`src/rtl/matrix4_inverse_macros.svh`:
```
// Assertion macros shared by the matrix4_inverse RTL.
// No dependencies; included by files that carry concurrent assertions.
`ifndef MATRIX4_INVERSE_MACROS_SVH
`define MATRIX4_INVERSE_MACROS_SVH
`ifndef SYNTHESIS
// Flag a cycle where the condition holds.
`define M4I_NEVER(lbl, clk, rst, cond) \
  lbl: assert property (@(posedge clk) disable iff (rst) !(cond)) \
    else $error("m4i: forbidden condition");
// Same-cycle implication.
`define M4I_IMPLIES(lbl, clk, rst, ante, cons) \
  lbl: assert property (@(posedge clk) disable iff (rst) (ante) |-> (cons)) \
    else $error("m4i: implication failed");
// Next-cycle implication.
`define M4I_NEXT(lbl, clk, rst, ante, cons) \
  lbl: assert property (@(posedge clk) disable iff (rst) (ante) |=> (cons)) \
    else $error("m4i: next-cycle implication failed");
`else
`define M4I_NEVER(lbl, clk, rst, cond)
`define M4I_IMPLIES(lbl, clk, rst, ante, cons)
`define M4I_NEXT(lbl, clk, rst, ante, cons)
`endif
`endif

```
`src/rtl/m4i_div.sv`:
```
// Restoring bit-serial divider: saturated quotient of (num << 2F) / den.
// Standalone; instantiated by matrix4_inverse.
`timescale 1ns / 1ps
module m4i_div #(
  parameter int EW = 32,
  parameter int FB = 16,
  parameter int CW = 99,
  parameter int AW = 133
) (
  input  logic                 clk,
  input  logic                 rst,
  input  logic                 start,
  input  logic signed [CW-1:0] num,
  input  logic signed [AW-1:0] den,
  output logic                 done,
  output logic signed [EW-1:0] quo
);
  localparam int NW = CW + 2 * FB;
  localparam int CNTW = $clog2(NW + 1);

  logic [NW-1:0]   n_sh;
  logic [AW-1:0]   rem;
  logic [AW-1:0]   den_mag;
  logic [EW-1:0]   q;
  logic            big;
  logic            neg;
  logic            active;
  logic [CNTW-1:0] cnt;
  logic [AW:0]     trial;
  logic [AW:0]     diff;
  logic            ge;
  logic [CW-1:0]   num_mag;

  assign num_mag = num[CW-1] ? CW'(-num) : CW'(num);
  assign trial = {rem, n_sh[NW-1]};
  assign diff  = trial - {1'b0, den_mag};
  assign ge    = !diff[AW];

  always_ff @(posedge clk) begin
    if (rst) begin
      active <= 1'b0;
      done   <= 1'b0;
      cnt    <= '0;
    end else begin
      done <= 1'b0;
      if (start) begin
        active  <= 1'b1;
        cnt     <= '0;
        n_sh    <= {num_mag, {(2 * FB){1'b0}}};
        rem     <= '0;
        den_mag <= den[AW-1] ? AW'(-den) : AW'(den);
        neg     <= num[CW-1] ^ den[AW-1];
        q       <= '0;
        big     <= 1'b0;
      end else if (active) begin
        n_sh <= {n_sh[NW-2:0], 1'b0};
        rem  <= ge ? diff[AW-1:0] : trial[AW-1:0];
        q    <= {q[EW-2:0], ge};
        big  <= big | q[EW-1];
        cnt  <= cnt + 1'b1;
        if (cnt == CNTW'(NW - 1)) begin
          active <= 1'b0;
          done   <= 1'b1;
        end
      end
    end
  end

  // Saturate to the signed EW range.
  always_comb begin
    if (neg) begin
      if (big || (q[EW-1] && (q[EW-2:0] != '0))) quo = {1'b1, {(EW-1){1'b0}}};
      else quo = -$signed(q);
    end else begin
      if (big || q[EW-1]) quo = {1'b0, {(EW-1){1'b1}}};
      else quo = $signed(q);
    end
  end
endmodule

```
`config.mk`:
```
export PLATFORM = sky130hd
export DESIGN_NAME = m4i_div
export DESIGN_NICKNAME = d
export VERILOG_FILES = /design/src/rtl/matrix4_inverse_macros.svh /design/src/rtl/m4i_div.sv
export SDC_FILE = /design/constraint.sdc
export NUM_CORES = 1
export LEC_CHECK = 0
export ABC_AREA = 1
export BUFFER_PORTS_ARGS = -buffer_cell sky130_fd_sc_hd__buf_2
export CAP_MARGIN = 20
export CORE_MARGIN = 2
export CORE_UTILIZATION = 40
export DETAILED_ROUTE_END_ITERATION = 8
export GPL_TIMING_DRIVEN = 0
export PLACE_DENSITY = 0.68
export SYNTH_ARGS = -nofsm -noshare
export SYNTH_HDL_FRONTEND = slang
export SYNTH_SLANG_ARGS = --single-unit
```
`constraint.sdc`:
```
create_clock -name clk -period 21.7 [get_ports clk]
set_input_delay 2.17 -clock clk [delete_from_list [all_inputs] [get_ports clk]]
set_output_delay 2.17 -clock clk [all_outputs]
set_load 0.01 [all_outputs]
```
# Word level (Yosys, flattened, before mapping)

Index checks and enable logic that the tools add are counted.

Word-level logic and storage cells: 46
Memories kept: 0
Register bits: 440
Bits in read-only memories: 0
Memory bits (writable): 0
Latch bits: 0

Reduce and logical (&&, ||, !) cells: 10
Multiplexer cells: 15
Div/mod/pow operators: 0
Magnitude comparators: 0
Bitwise gates (word level): 4
Equality and inequality tests: 1
Multiply operators: 0
Shift operators: 0
$add $sub $neg: 5

Operator list:

| kind                                                           | count |
|---|---|
| 133-bit two-way mux                                            | 2 |
| 131-bit two-way mux                                            | 2 |
| 134-bit by 133-bit subtractor with 134-bit output              | 1 |
| 133-bit negation                                               | 1 |
| 132-bit two-way mux                                            | 1 |
| 32-bit two-way mux                                             | 4 |
| 99-bit two-way mux                                             | 1 |
| 99-bit negation                                                | 1 |
| 32-bit negation                                                | 1 |
| 31-bit nonzero test                                            | 1 |
| 8-bit by 1-bit adder with 8-bit output (second input constant) | 1 |
| 8-bit == test (second input constant)                          | 1 |
| 1-bit two-way mux                                              | 5 |
| 2-bit AND reduction                                            | 2 |
| 3-bit OR reduction                                             | 1 |
| 1-bit logical OR                                               | 2 |
| 1-bit NOT                                                      | 2 |
| 2-bit nonzero test                                             | 1 |
| 2-bit OR reduction                                             | 1 |
| 1-bit logical AND                                              | 1 |
| 1-bit logical NOT                                              | 1 |
| 1-bit OR                                                       | 1 |
| 1-bit bitwise XOR                                              | 1 |

# Longest topological paths before layout

Word-level depth: 5
Depth in mapped cells: 23
Gate-level depth less buffers: 21

# Worst setup path before layout

Ideal clock, no wire load.

Kind: input port to flip-flop
Start: in start
End: reg big (enable)
Buffers on the path: 2
Required time: 20.440 ns
Slack: -0.766 ns
Cell stages on the path: 4
Arrival time: 21.205 ns
Path through: clkbuf_1 -> inv_2 -> clkbuf_1 -> o21ai_0

Longest elaborated chain between the ends: 2

RTL lines:

| element                              | line          | text |
|---|---|---|
| from (decl)                          | m4i_div.sv:12 | `input logic start,` |
| 2-bit nonzero test (no source line)  | -             |  |
| 2-bit AND reduction (no source line) | -             |  |
| to (signal assigned)                 | m4i_div.sv:59 | `big <= big \| q[EW-1];` |
| to (decl)                            | m4i_div.sv:25 | `logic big;` |

No other way between the ends.
A chain may end at the register's enable or synchronous reset.

# Worst setup path after layout

Start: reg q[0]
End: out quo[28]

Longest elaborated chain between the ends: 5
Elaborated cells on any way between the ends: 6

RTL lines:

| element                                                                 | line          | text |
|---|---|---|
| from (decl)                                                             | m4i_div.sv:24 | `logic [EW-1:0] q;` |
| from (signal assigned)                                                  | m4i_div.sv:58 | `q <= {q[EW-2:0], ge};` |
| parallel branches: the longest is 3 deep, another holds 32-bit negation | -             |  |
| 32-bit two-way mux (*)                                                  | m4i_div.sv:72 | `if (big \|\| (q[EW-1] && (q[EW-2:0] != '0))) quo = {1'b1, {(EW-1){1'b0}}};` |
| 32-bit two-way mux (*)                                                  | m4i_div.sv:71 | `if (neg) begin` |
| to (decl)                                                               | m4i_div.sv:16 | `output logic signed [EW-1:0] quo` |

Every way passes the cells marked *.

==> impl_results.md <==
- Status: finished, final reports clean
- FF+latch count, synth: 409
- Chip width: ~320 um
- Hold buffers post-CTS: 0
- CTS sink count: around 400
- First-pass GRT wire length: approximately 250000 um
- DIE AREA: roughly 100000 sq um
- Final setup vio count: 0
- Hold/Removal Path Class: reg2reg
- Vias per inst: around 5.3
- Syn_nets: 6583
- DP Area: between 40000 and 50000 sq um
- Port Buffer Count: about 270
- Area Growth Syn to Fin: 13.3%
- Top fanout value on the critical path: 10
- Post-synth top area cell: edfxtp_1
- Max cap viols: 0
- Fin. Hold Viols: 0
- Slew Limit Fails: 0
- Mapped Avg Cell Area: 6.31 sq um
- CP required: 19530 ps
- Clk_lat worst skew: 660 ps
- Number of global-route vias before repair: around 40000
- # H-tree levels: 2
- # IOs: between 200 and 300
- Upper clock frequency limit: 0.173 GHz
- Synthesized area: just under 40000 sq um
- Initial Util: between 40% and 50%
- Postcts setup bufs: 0
- 1st-pass router iterations: 6
- Number of synthesized flops with an enable pin: roughly 400
- Root Buffer: clkbuf_16
- Num CTS Buffers: 53
- Tot Pwr: 3.52 mW
- Most used DFF post-synth: edfxtp_1
- GR Overflow Total: 0
- Residual DRC: 0
- Top cells by count, synth: 1937 x nand2_1, 1103 x inv_1, 1023 x nor2_1
- Initial drt markers: 4265
- Final min period: between 5000 and 6000 ps
- GPL Wtd Cong: 1.09
- Top cells by area, synth: edfxtp_1 31%, nand2_1 19%, inv_1 11%
- Share of layout cells above drive strength 1: roughly 7.4%
- Largest net degree at the start of global routing: 34
- CTS tree: built
- Fill cells: slightly above 10000
- Post-synth top area share: roughly 31%
- PwrDens: 79.2 nW/um^2
- Avg WL per Cell: ~22 um
- Total GRT Usage: between 30% and 40%
- Initial antenna violation count: 18
- Antenna Nets Post-Route: 0
- Worst path arrival time: ~3600 ps
- Resize count post-CTS: 0
- Final Non-Filler Cells: ~7900
- Sequential-to-total area share from yosys stat: a little under a third
- Kind of critical path: reg2out
- Clock Skew: roughly 42 ps
- Core Area: ~97000 sq um
- Final Cycle Share: 26.6%
- Transition time of the tightest slew-check pin: between 1000 and 1500 ps
- Synth unique cells: 54
- Detailed placer's ending HPWL: 147000 um
- Rel. slew slack: around 22%
- RSZ-0062 raised after global routing: no
- Longest Clk Path Bufs: 3
- Pleak: around 21 nW
- Async SR Flop Fraction: 0%
- FP Rows: 114
- Crit path capture type: output pin
- Via count: approximately 41000
- Placed cells: about 7800
- Peak VDD IR: roughly 64 uV
- YS warnings: 0
- Mapped Cells: around 6200
- Setup crit start kind: register
- Final instance area: 44400 sq um
- Drt total wl: approximately 170000 um
- Worst-path clk slew: around 60 ps
- Die height: 317 um
- Layout Utilization: between 40 and 50%
- Cell with the most instances after synthesis: nand2_1
- Final nets: 6918
==> where the power goes <==
group / leakage, nW / internal (mW) / switching [mW]
Sequential: 3.94 / 0.993 / 0.0499
Combinational: 16.4 / 0.434 / 1.03
Clock: 0.930 / 0.617 / 0.390
Total: 21.3 / 2.04 / 1.47
==> layout by cell type, fill, tap and decap left out, types with 9 or more instances in the layout <==
cell and count:
clkbuf_16 53, nor2_2 27, o21ai_0 201, buf_6 18
edfxtp_1 399, bufinv_16 14, inv_1 1103, ha_1 138
o21bai_1 37, a21oi_1 216, inv_2 14, o211ai_1 9
buf_1 16, o221ai_1 15, nand3b_1 43, nand2_1 1937
clkbuf_1 70, nor3_1 74, nand2_2 19, nand4_1 83
nor2_1 1022, a31oi_1 40, dfxtp_1 10, nand3_1 247
diode_2 10, xnor2_1 43, o21ai_1 9, o31ai_1 10
xor2_1 258, buf_12 11, nor4_1 76, buf_2 274
==> critical path: stages (launching register included) <==
cell and delay [ps]:
edfxtp_1 350, inv_1 160, ha_1 210, nand3_1 180
nor2_1 200, nand2_1 110, o21ai_0 230, nand2_1 100
nor2_1 470, inv_1 250, buf_2 280, o221ai_1 260
buf_2 190
==> final timing paths <==
kind	startpoint	end	slack, ps	cells past startpoint
worst max-delay path	q[0]	quo[28]	15920	12
worst min-delay path	cnt[7]	cnt[7]	480	2
worst max register to register	n_sh[130]	rem[128]	17750	21
worst min register to register	cnt[7]	cnt[7]	480	2
==> routing by layer <==
layer  wire length, um  GRT usage, %  vias to the layer above  part of all wire, %
met5                83             0                        -                0.048
met4             10500          18.2                       14                  6.1
met3             13300          5.18                      368                  7.7
met2             78300          55.6                     1738                   45
met1             70200          43.1                    19100                   41
li1                  -             -                    20200                    -
==> cells by family after synthesis <==
logic type | share of synthesized area, %
and+or+nand+nor | 37.4
buffers and inverters | 12.2
AOI/OAI and AO/OA | 8.19
DFF | 31.1
xor gates and xnor gates | 6.73
adders and majority gates | 4.46
==> registers in the layout, indices dropped and copies added, names as in the netlist <==
name	flops
cnt	8
done	1
q	32
neg	1
n_sh	99
rem	133
big	1
den_mag	133
active	1
==> area by class of cell <==
| cell class | count | area, sq um | area share (%) |
|---|---|---|---|
| diodes | 10 | 25.0 | 0.0564 |
| multi-input cells | 4574 | 22300 | 50.1 |
| clock buffers | 64 | 1370 | 3.08 |
| clock inverters | 34 | 549 | 1.24 |
| well taps | 1276 | 1600 | 3.60 |
| inverters | 1121 | 4210 | 9.48 |
| repair buffers | 280 | 1640 | 3.70 |
| flip-flops and latches | 409 | 12200 | 27.4 |
| plain buffers | 105 | 559 | 1.26 |
==> metrics by stage <==
stage | hold slack, ps | setup WS, ps | TNS [ps]
6_report | 480 | 15920 | 0
5_1_grt | 497 | 15580 | 0
4_1_cts | 479 | 15900 | 0
3_5_place_dp | 467 | 15740 | 0
3_3_place_gp | 466 | -1220 | -300530
2_1_floorplan | 445 | 6410 | 0
(Power assumes the default switching activity.)
